--- src/design/drq_pkg.sv ---
package drq_pkg;

    localparam int ENTRIES_DEF = 64;
    localparam int ID_W        = 6;
    localparam int MODE_W      = 2;
    localparam int STATUS_W    = 2;

    typedef enum logic [MODE_W-1:0] {
        MODE_SCHEDULE   = 2'd0,
        MODE_DESCHEDULE = 2'd1,
        MODE_DISPATCH   = 2'd2,
        MODE_COMPLETE   = 2'd3
    } t_mode;

    typedef enum logic [STATUS_W-1:0] {
        ST_NONE       = 2'd0,
        ST_DISPATCHED = 2'd1,
        ST_CANCELLED  = 2'd2,
        ST_NO_HANDLER = 2'd3
    } t_status;

    // per-entry flags
    typedef struct packed {
        logic queued;
        logic scheduled;
        logic handler;
    } t_entry_bits;

endpackage

--- src/design/drq_entry_table.sv ---
module drq_entry_table #(
    parameter int DEPTH = drq_pkg::ENTRIES_DEF,
    parameter int AW    = drq_pkg::ID_W
) (
    input  logic                 i_clk,
    input  logic                 i_rst_n,
    input  logic [AW-1:0]        i_rd_addr,
    output drq_pkg::t_entry_bits o_rd_data,
    input  logic                 i_wr_en,
    input  logic [AW-1:0]        i_wr_addr,
    input  drq_pkg::t_entry_bits i_wr_data
);

    drq_pkg::t_entry_bits r_mem [DEPTH];
    logic [DEPTH-1:0]     r_valid;
    drq_pkg::t_entry_bits r_rd_data;
    logic                 r_rd_valid;

    // storage, read data registered
    always_ff @(posedge i_clk) begin
        if (i_wr_en) begin
            r_mem[i_wr_addr] <= i_wr_data;
        end
        r_rd_data <= r_mem[i_rd_addr];
    end

    // valid bits: an entry never written reads as all zero
    always_ff @(posedge i_clk) begin
        if (!i_rst_n) begin
            r_valid    <= '0;
            r_rd_valid <= 1'b0;
        end else begin
            if (i_wr_en) begin
                r_valid[i_wr_addr] <= 1'b1;
            end
            r_rd_valid <= r_valid[i_rd_addr];
        end
    end

    assign o_rd_data = r_rd_valid ? r_rd_data : '0;

endmodule

--- src/design/deduplicating_ready_queue_unit.sv ---
// An accepted item passes FETCH and EXEC, and the result strobe is
// registered at the end of EXEC. No new item is taken while busy. A dispatch
// reads the head slot, then the table at the popped ID: two dependent reads.
// Reset: synchronous, active low; pointers, count and entry valid bits clear
// at once, so no clearing pass. The receiver cannot stall results.
module deduplicating_ready_queue_unit #(
    parameter int ENTRIES = drq_pkg::ENTRIES_DEF
) (
    input  logic                          i_clk,
    input  logic                          i_rst_n,
    input  logic                          start,
    output logic                          busy,
    input  logic [drq_pkg::MODE_W-1:0]    i_mode,
    input  logic [drq_pkg::ID_W-1:0]      i_entry_id,
    input  logic                          i_has_handler,
    input  logic                          i_not_done,
    output logic                          o_strobe,
    output logic [drq_pkg::STATUS_W-1:0]  o_dispatch_status,
    output logic [drq_pkg::ID_W-1:0]      o_dispatched_id,
    output logic                          o_queue_empty
);

    // FIFO slots and count
    localparam int FA = $clog2(ENTRIES);
    localparam int CW = $clog2(ENTRIES + 1);
    // IDs are ID_W bits wide, so the entry table never needs more rows
    localparam int BD = (ENTRIES < (1 << drq_pkg::ID_W)) ? ENTRIES : (1 << drq_pkg::ID_W);
    localparam int BA = $clog2(BD);

    typedef enum logic [2:0] {
        S_IDLE  = 3'b001,
        S_FETCH = 3'b010,
        S_EXEC  = 3'b100
    } t_state;

    t_state                       r_state;
    drq_pkg::t_mode               r_mode;
    logic [drq_pkg::ID_W-1:0]     r_id;
    logic                         r_hh;
    logic                         r_nd;
    logic [FA-1:0]                r_head;
    logic [FA-1:0]                r_tail;
    logic [CW-1:0]                r_count;
    logic [drq_pkg::ID_W-1:0]     r_fifo [ENTRIES];
    logic [drq_pkg::ID_W-1:0]     r_fifo_rd;
    logic                         r_strobe;
    drq_pkg::t_status             r_status;
    logic [drq_pkg::ID_W-1:0]     r_pop_id;
    logic                         r_empty;

    logic                         accept;
    logic [BA-1:0]                tbl_rd_addr;
    drq_pkg::t_entry_bits         tbl_rd;
    logic                         tbl_wr_en;
    logic [BA-1:0]                tbl_wr_addr;
    drq_pkg::t_entry_bits         tbl_wr;
    logic                         push;
    logic                         pop;
    logic                         id_ok;
    logic                         pop_ok;
    logic                         full;
    drq_pkg::t_status             n_status;
    logic [drq_pkg::ID_W-1:0]     n_pop_id;
    logic [CW-1:0]                n_count;
    logic [FA-1:0]                n_head;
    logic [FA-1:0]                n_tail;

    assign busy   = (r_state != S_IDLE);
    assign accept = start && !busy;

    // ---------------------------------------------------------------
    // sequencer: IDLE (accept, read head slot) -> FETCH (read entry
    // table at the item's ID or at the popped ID) -> EXEC (update)
    // ---------------------------------------------------------------
    always_ff @(posedge i_clk) begin
        if (!i_rst_n) begin
            r_state <= S_IDLE;
        end else begin
            case (r_state)
                S_IDLE: begin
                    if (accept) r_state <= S_FETCH;
                end
                S_FETCH: r_state <= S_EXEC;
                S_EXEC:  r_state <= S_IDLE;
                default: r_state <= S_IDLE;
            endcase
        end
    end

    // captured item
    always_ff @(posedge i_clk) begin
        if (accept) begin
            r_mode <= drq_pkg::t_mode'(i_mode);
            r_id   <= i_entry_id;
            r_hh   <= i_has_handler;
            r_nd   <= i_not_done;
        end
    end

    // ID FIFO storage: read head while idle, write tail on a push
    always_ff @(posedge i_clk) begin
        if (r_state == S_IDLE) begin
            r_fifo_rd <= r_fifo[r_head];
        end
        if (push) begin
            r_fifo[r_tail] <= r_id;
        end
    end

    // entry table read address
    always_comb begin
        tbl_rd_addr = i_entry_id[BA-1:0];
        if (r_state == S_FETCH) begin
            if (r_mode == drq_pkg::MODE_DISPATCH && r_count != '0) begin
                tbl_rd_addr = r_fifo_rd[BA-1:0];
            end else begin
                tbl_rd_addr = r_id[BA-1:0];
            end
        end
    end

    drq_entry_table #(
        .DEPTH (BD),
        .AW    (BA)
    ) u_table (
        .i_clk     (i_clk),
        .i_rst_n   (i_rst_n),
        .i_rd_addr (tbl_rd_addr),
        .o_rd_data (tbl_rd),
        .i_wr_en   (tbl_wr_en),
        .i_wr_addr (tbl_wr_addr),
        .i_wr_data (tbl_wr)
    );

    assign id_ok  = (32'(r_id) < ENTRIES);
    assign pop_ok = (32'(r_fifo_rd) < ENTRIES);
    assign full   = (32'(r_count) >= ENTRIES);

    // ---------------------------------------------------------------
    // update in EXEC: table data is for the addressed entry
    // ---------------------------------------------------------------
    always_comb begin
        tbl_wr_en   = 1'b0;
        tbl_wr_addr = r_id[BA-1:0];
        tbl_wr      = tbl_rd;
        push        = 1'b0;
        pop         = 1'b0;
        n_status    = drq_pkg::ST_NONE;
        n_pop_id    = '0;
        if (r_state == S_EXEC) begin
            case (r_mode)
                drq_pkg::MODE_SCHEDULE: begin
                    if (id_ok) begin
                        tbl_wr_en         = 1'b1;
                        tbl_wr.scheduled  = 1'b1;
                        tbl_wr.handler    = r_hh;
                        if (!tbl_rd.queued && !full) begin
                            push          = 1'b1;
                            tbl_wr.queued = 1'b1;
                        end
                    end
                end
                drq_pkg::MODE_DESCHEDULE: begin
                    if (id_ok) begin
                        tbl_wr_en        = 1'b1;
                        tbl_wr.scheduled = 1'b0;
                    end
                end
                drq_pkg::MODE_DISPATCH: begin
                    if (r_count != '0) begin
                        pop      = 1'b1;
                        n_pop_id = r_fifo_rd;
                        n_status = drq_pkg::ST_CANCELLED;
                        if (pop_ok) begin
                            tbl_wr_en     = 1'b1;
                            tbl_wr_addr   = r_fifo_rd[BA-1:0];
                            tbl_wr.queued = 1'b0;
                            if (tbl_rd.scheduled) begin
                                tbl_wr.scheduled = 1'b0;
                                n_status = tbl_rd.handler ? drq_pkg::ST_DISPATCHED
                                                          : drq_pkg::ST_NO_HANDLER;
                            end
                        end
                    end
                end
                drq_pkg::MODE_COMPLETE: begin
                    if (id_ok && r_nd) begin
                        tbl_wr_en        = 1'b1;
                        tbl_wr.scheduled = 1'b1;
                        if (!tbl_rd.queued && !full) begin
                            push          = 1'b1;
                            tbl_wr.queued = 1'b1;
                        end
                    end
                end
                default: begin
                end
            endcase
        end
    end

    // pointer and count next values, wrap at ENTRIES
    always_comb begin
        n_head  = r_head;
        n_tail  = r_tail;
        n_count = r_count;
        if (pop) begin
            n_head  = (r_head == FA'(ENTRIES - 1)) ? '0 : r_head + 1'b1;
            n_count = r_count - 1'b1;
        end
        if (push) begin
            n_tail  = (r_tail == FA'(ENTRIES - 1)) ? '0 : r_tail + 1'b1;
            n_count = r_count + 1'b1;
        end
    end

    always_ff @(posedge i_clk) begin
        if (!i_rst_n) begin
            r_head   <= '0;
            r_tail   <= '0;
            r_count  <= '0;
            r_strobe <= 1'b0;
        end else begin
            r_head   <= n_head;
            r_tail   <= n_tail;
            r_count  <= n_count;
            r_strobe <= (r_state == S_EXEC);
        end
    end

    // result payload
    always_ff @(posedge i_clk) begin
        if (r_state == S_EXEC) begin
            r_status <= n_status;
            r_pop_id <= n_pop_id;
            r_empty  <= (n_count == '0);
        end
    end

    assign o_strobe          = r_strobe;
    assign o_dispatch_status = r_status;
    assign o_dispatched_id   = r_pop_id;
    assign o_queue_empty     = r_empty;

`ifndef NO_ASSERTIONS
    // a result only follows an update step
    a_strobe_after_exec: assert property (@(posedge i_clk) disable iff (!i_rst_n)
        o_strobe |-> $past(r_state == S_EXEC))
        else $error("result strobe without update step");

    // count never exceeds the FIFO depth
    a_count_bound: assert property (@(posedge i_clk) disable iff (!i_rst_n)
        32'(r_count) <= ENTRIES)
        else $error("FIFO count above depth");

    // reported empty flag matches the count
    a_empty_match: assert property (@(posedge i_clk) disable iff (!i_rst_n)
        o_strobe |-> (o_queue_empty == (r_count == '0)))
        else $error("queue_empty disagrees with count");

    // no pop reported means no ID reported
    a_none_zero_id: assert property (@(posedge i_clk) disable iff (!i_rst_n)
        (o_strobe && o_dispatch_status == drq_pkg::ST_NONE) |-> (o_dispatched_id == '0))
        else $error("ID reported without a pop");

    // pointers stay consistent with the count
    a_ptr_count: assert property (@(posedge i_clk) disable iff (!i_rst_n)
        (r_count == '0) |-> (r_head == r_tail))
        else $error("empty FIFO with head and tail apart");
`endif

endmodule
--- config.mk ---
export PLATFORM = sky130hd
export DESIGN_NAME = deduplicating_ready_queue_unit
export DESIGN_NICKNAME = d
export VERILOG_FILES = /design/src/design/drq_pkg.sv /design/src/design/drq_entry_table.sv /design/src/design/deduplicating_ready_queue_unit.sv
export SDC_FILE = /design/constraint.sdc
export NUM_CORES = 1
export LEC_CHECK = 0
export BUFFER_PORTS_ARGS = -buffer_cell sky130_fd_sc_hd__buf_4
export CAP_MARGIN = 40
export CORE_MARGIN = 5
export CORE_UTILIZATION = 30
export CTS_CLUSTER_SIZE = 24
export DETAILED_ROUTE_END_ITERATION = 8
export PLACE_DENSITY_LB_ADDON = 0.05
export SETUP_SLACK_MARGIN = 0.15
export SLEW_MARGIN = 20
export SYNTH_ARGS = -nofsm -noshare
export SYNTH_HDL_FRONTEND = slang
export SYNTH_SLANG_ARGS = --single-unit
export TNS_END_PERCENT = 1
--- constraint.sdc ---
create_clock -name i_clk -period 7.4 [get_ports i_clk]
set_input_delay 0.37 -clock i_clk [delete_from_list [all_inputs] [get_ports i_clk]]
set_output_delay 0.37 -clock i_clk [all_outputs]
set_load 0.01 [all_outputs]
Word-level counts from Yosys, hierarchy flattened:

Memory sizes are Yosys's and may differ from the RTL's. A register that Yosys moved wholly into a read port is not among the register bits.
Index checks and enable logic that the tools add are counted.

* add/sub/neg operators: 4
* multiply operators: 0
* divide/modulo/power cells: 0
* order comparisons: 4
* equality and inequality tests: 10
* shift operators: 0
* multiplexer cells: 39
* bitwise operators: 1
* reductions and logical operators: 13

Operator list (count)
* $or A64 B64 Y64: 1
* $mux W6: 7
* $mux W1: 16
* $lt A6 B7 Y1 const B: 2
* $mux W7: 2
* $add A6 B1 Y6 const B: 2
* $eq A6 B6 Y1 const B: 2
* $mux W3: 3
* $mux W2: 4
* $add A7 B1 Y7 const B: 1
* $ge A7 B7 Y1 const B: 1
* $logic_not A7 Y1: 1
* $reduce_bool A7 Y1: 1
* $sub A7 B1 Y7 const B: 1
* $bmux W1 S6: 1
* $demux W1 S6: 1
* $ge A6 B1 Y1 const B: 1
* $pmux W1 S3: 2
* $pmux W3 S2: 1
* $eq A2 B2 Y1 const B: 2
* $logic_and A1 B1 Y1: 4
* $pmux W1 S4: 1
* $eq A3 B1 Y1 const B: 1
* $eq A3 B2 Y1 const B: 1
* 10 further kinds: 12

* register bits after elaboration: 107
* bits in latches: 0
* bits in writable memories: 576
* ROM bits: 0
* input port bits: 13
* output and inout bits: 11
* memories: 2

Memories
* r_fifo: depth 64, width 6, read ports 1, clocked after Yosys merged registers in 1, write ports 1, line deduplicating_ready_queue_unit.sv:44 `logic [drq_pkg::ID_W-1:0] r_fifo [ENTRIES];`
* u_table.r_mem: depth 64, width 3, read ports 1, clocked after Yosys merged registers in 1, write ports 1, line drq_entry_table.sv:14 `drq_pkg::t_entry_bits r_mem [DEPTH];`

Longest topological paths before layout:

* depth in word-level cells: 9
* depth in mapped cells: 15

By module:

From an unflattened synthesis, not the netlist that was laid out.

* cell total of the unflattened synthesis: 1535
* area, all modules: 27694.1 µm²

By module, submodules not included
* deduplicating_ready_queue_unit: times used 1, cells each 935, area each 17390.4 µm², seq. area each 12742.2 µm²
* drq_entry_table: times used 1, cells each 600, area each 10303.6 µm², seq. area each 7126.8 µm²

Worst setup path before layout:

No wires, ideal clock.

* path kind: reg-to-reg
* from: register r_state[2]
* to: memory u_table.r_mem[0][2] (netlist name) (data pin)
* arrival time: 3.122 ns
* required time: 6.835 ns
* slack: 3.713 ns
* stages on the path, launching flop included: 5
* buffers on the path: 1
* period minus slack after synthesis: 3.687 ns
* cells stage by stage: dfxtp_1 or3b_1 clkbuf_1 or4_1 a22oi_1

RTL lines
* start, declared: line deduplicating_ready_queue_unit.sv:36 `t_state r_state;`
* start signal, assigned: line deduplicating_ready_queue_unit.sv:77 `r_state <= S_IDLE;`
* start signal, assigned: line deduplicating_ready_queue_unit.sv:81 `if (accept) r_state <= S_FETCH;`
* start signal, assigned: line deduplicating_ready_queue_unit.sv:83 `S_FETCH: r_state <= S_EXEC;`
* end, declared: line drq_entry_table.sv:14

Worst setup path in the final report:

* from: register r_mode[0]
* to: register u_table.r_rd_data[0] (netlist name)

* longest elaborated chain between the ends: 4

Ends and longest elaborated chain
* start, declared: line deduplicating_ready_queue_unit.sv:37 `drq_pkg::t_mode r_mode;`
* start signal, assigned: line deduplicating_ready_queue_unit.sv:93 `r_mode <= drq_pkg::t_mode'(i_mode);`
* $eq A2 B2 Y1: line deduplicating_ready_queue_unit.sv:114 `if (r_mode == drq_pkg::MODE_DISPATCH && r_count != '0) begin`
* $logic_and A1 B1 Y1: line deduplicating_ready_queue_unit.sv:114
* $mux W6: line deduplicating_ready_queue_unit.sv:114
* $mux W6: line deduplicating_ready_queue_unit.sv:113 `if (r_state == S_FETCH) begin`

No other way between the ends.
A chain may end at the register's enable or synchronous reset.

==> results.py <==
metrics = {
    "run_status": {
        "status": "finished clean",
    },
    "grt": {
        "overflow": 0,
        "grt_max_degree": 70,
        "track_usage": 0.163,
        "grt_pass1_vias": 15831,
        "grt_pass1_wl_um": 118000,
        "antenna_found_initial": 1,
    },
    "timing": {
        "worst_pin_slew_ns": 0.866,
        "drv_slew": 0,
        "timing.final.ws_setup_ns": 3.25,
        "setup_viol": 0,
        "clock_skew_ns": 0.0185,
        "final_hold_viol_count": 0,
        "grt_setup_unrepaired": "false",
        "max_freq_mhz": 241,
        "period_share": 0.561,
        "final.min_clock_period_ns": 4.15,
        "finalSetupTns_ns": 0,
        "relSlewSlack": 0.408,
    },
    "min_path": {
        "worstHoldStart": "start",
        "hold_class": "in2reg",
    },
    "critical_path": {
        "crit_fanout": 33,
        "path_class": "reg2reg",
        "worstPathRequired_ns": 7.96,
        "timing.rr.start": "r_mode[0]",
        "critPathLaunchType": "flop",
        "end_kind": "flop",
        "worstPathArrival_ns": 4.71,
        "critPathLaunch": "r_mode[0]",
    },
    "floorplanning": {
        "die-area_um2": 99500,
        "num_rows": 112,
        "core_area_um2": 92900,
        "pin_count": 24,
        "dieHeight_um": 315,
        "start_util": 0.301,
        "die_x_um": 315,
    },
    "synthesis": {
        "ys_ff_latch": 692,
        "synth_area_leaders": "edfxtp_1 65%, mux4_2 10%, dfxtp_1 6.5%",
        "yosysTopAreaCellShare": 0.645,
        "synthFlopType": "edfxtp_1",
        "synth_top_cell_by_area": "edfxtp_1",
        "syn_area_per_cell_um2": 16.1,
        "synthCells": 1741,
        "synth_edf_count": 601,
        "synth_most_common_cell": "edfxtp_1",
        "netlist_area_um2": 28000,
        "async_flop_share": 0,
        "synthesis.nets": 1762,
        "ys_types": 79,
        "synth_commonest_cells": "601 x edfxtp_1, 201 x nand2_1, 160 x nor2_1",
        "yosysWarnings": 0,
        "yosysSeqAreaShare": 0.710,
    },
    "detailed_routing": {
        "ant_nets": 0,
        "post-route-drc-count": 0,
        "avgViaCountPerCell": 4.91,
        "wirelength_um": 81000,
        "drt_iter0_drc": 1096,
        "via_count": 15311,
        "drt_pre_antenna_iters": 5,
        "wire_per_inst_um": 26.0,
    },
    "place": {
        "port_buffers": 23,
        "dp_slack_ns": 3.29,
        "dp_hpwl_um": 51200,
        "globalplace.congestion": 0.753,
    },
    "clock_network": {
        "cts_tree": "done",
        "clockBufferDepth": 3,
        "cts.clk_slew.worst_paths_ns": 0.06,
        "cts_root_buf": "clkbuf_16",
        "cts.sinks": 692,
        "cts_inserted_buffers": 82,
        "htree_levels": 3,
        "post_cts_resized": 0,
        "worstSkewPairLatency_ns": 0.63,
    },
    "finish": {
        "seq_area_um2": 19900,
        "area_growth_pct": 15.7,
        "multiInputGateArea_um2": 7610,
        "fill_cells": 8901,
        "layout.nets": 1820,
        "drive_gt1_frac": 0.186,
    },
    "power_and_ir_drop": {
        "leakage_nw": 10.2,
        "ir_drop_mv": 0.154,
        "powerDensity_nw_per_um2": 261,
    },
    "flow_run": {
        "cap_viol_max_count": 0,
    },
}
## registers in the layout (all words and copies together), names as in the netlist, 3 cells and up
name / flops
r_fifo: 384
u_table.r_mem: 192
u_table.r_valid: 64
r_count: 7
o_dispatched_id: 6
r_fifo_rd: 6
r_head: 6
r_id: 6
r_tail: 6
r_state: 3
u_table.r_rd_data: 3
## through the flow
step                       util  instance area, um2  std cells  hold WS, ns  power, mW
after detailed placement  0.319               29700       2956        0.447       4.70
final                     0.348               32400       3120        0.117       8.46
after CTS                 0.348               32300       3115       0.0503       8.58
after global routing      0.348               32400       3118       0.0885       8.75
after floorplan               -               28000       1741        0.432       4.54
after global placement    0.318               29500       2947        0.440       4.69
## report_power, final
group | internal (mW) | switching [mW]
Sequential | 4.27 | 0.0177
Combinational | 0.0776 | 0.246
Clock | 2.23 | 1.62
Total | 6.58 | 1.88
## metal layers
metal	wire length, um	GRT usage
met1	35400	0.217
met2	39500	0.269
met3	3190	0.0293
met4	2860	0.0566
met5	0	0
## layout by cell type (no fill, tap or decap), types with 9 or more instances in the layout
master / Yosys / layout
edfxtp_1: 601 / 601
nand2_1: 201 / 200
nor2_1: 160 / 159
mux4_2: 126 / 126
dfxtp_1: 91 / 88
clkbuf_16: 0 / 82
nand3_1: 78 / 78
o21a_1: 64 / 64
mux2i_1: 55 / 55
buf_4: 8 / 51
a21oi_1: 27 / 27
clkbuf_1: 40 / 19
nand4_1: 16 / 16
and2_1: 15 / 15
clkinv_2: 0 / 15
inv_1: 14 / 14
clkinv_1: 0 / 14
o21ai_0: 12 / 12
a31oi_1: 14 / 12
a22oi_1: 12 / 11
a211oi_1: 10 / 10
dlygate4sd3_1: 0 / 10
nor2b_1: 9 / 9
## layout make-up
| type | instances | area share |
|---|---|---|
| Antenna cell | 2 | 0.000155 |
| Clock buffer | 109 | 0.0690 |
| Clock inverter | 40 | 0.00944 |
| Inverter | 14 | 0.00162 |
| Multi-Input combinational cell | 937 | 0.235 |
| Sequential cell | 692 | 0.614 |
| Tap cell | 1254 | 0.0485 |
| Timing Repair Buffer | 72 | 0.0217 |
## final timing paths
path / to / slack (ns) / cells after the start
max reg2reg: u_table.r_rd_data[0] / 3.25 / 11
min: r_state[1] / 0.12 / 2
max: u_table.r_rd_data[0] / 3.25 / 11
min reg2reg: u_table.r_valid[5] / 0.46 / 1
## worst max-delay path: stages, from the launching register on
cell and delay (ns):
edfxtp_1 0.42, inv_1 0.10, ha_1 0.50, inv_1 0.20
a221oi_1 0.60, a21o_2 0.62, buf_4 0.53, nor2_2 0.25
a211oi_1 0.38, o21ai_0 0.17, o2111ai_1 0.10, and3_1 0.17
## logic make-up after synthesis
logic type / count (synthesis) / synth area share
XOR/XNOR: 13 / 0.00407
AO/OA/AOI/OAI: 207 / 0.0563
flip-flops: 692 / 0.710
AND/OR/NAND/NOR: 526 / 0.0843
multiplexers: 183 / 0.122
adder cells (fa/ha/maj): 8 / 0.00358
buffers and inverters: 112 / 0.0196
## repair_timing
| action | CTS | global route |
|---|---|---|
| setup buffers | 0 | 0 |
| hold buffers | 10 | 0 |
| endpoints found under the hold margin | 10 | 0 |
| endpoints found under the setup margin | 0 | 0 |
(Power assumes the default switching activity.)
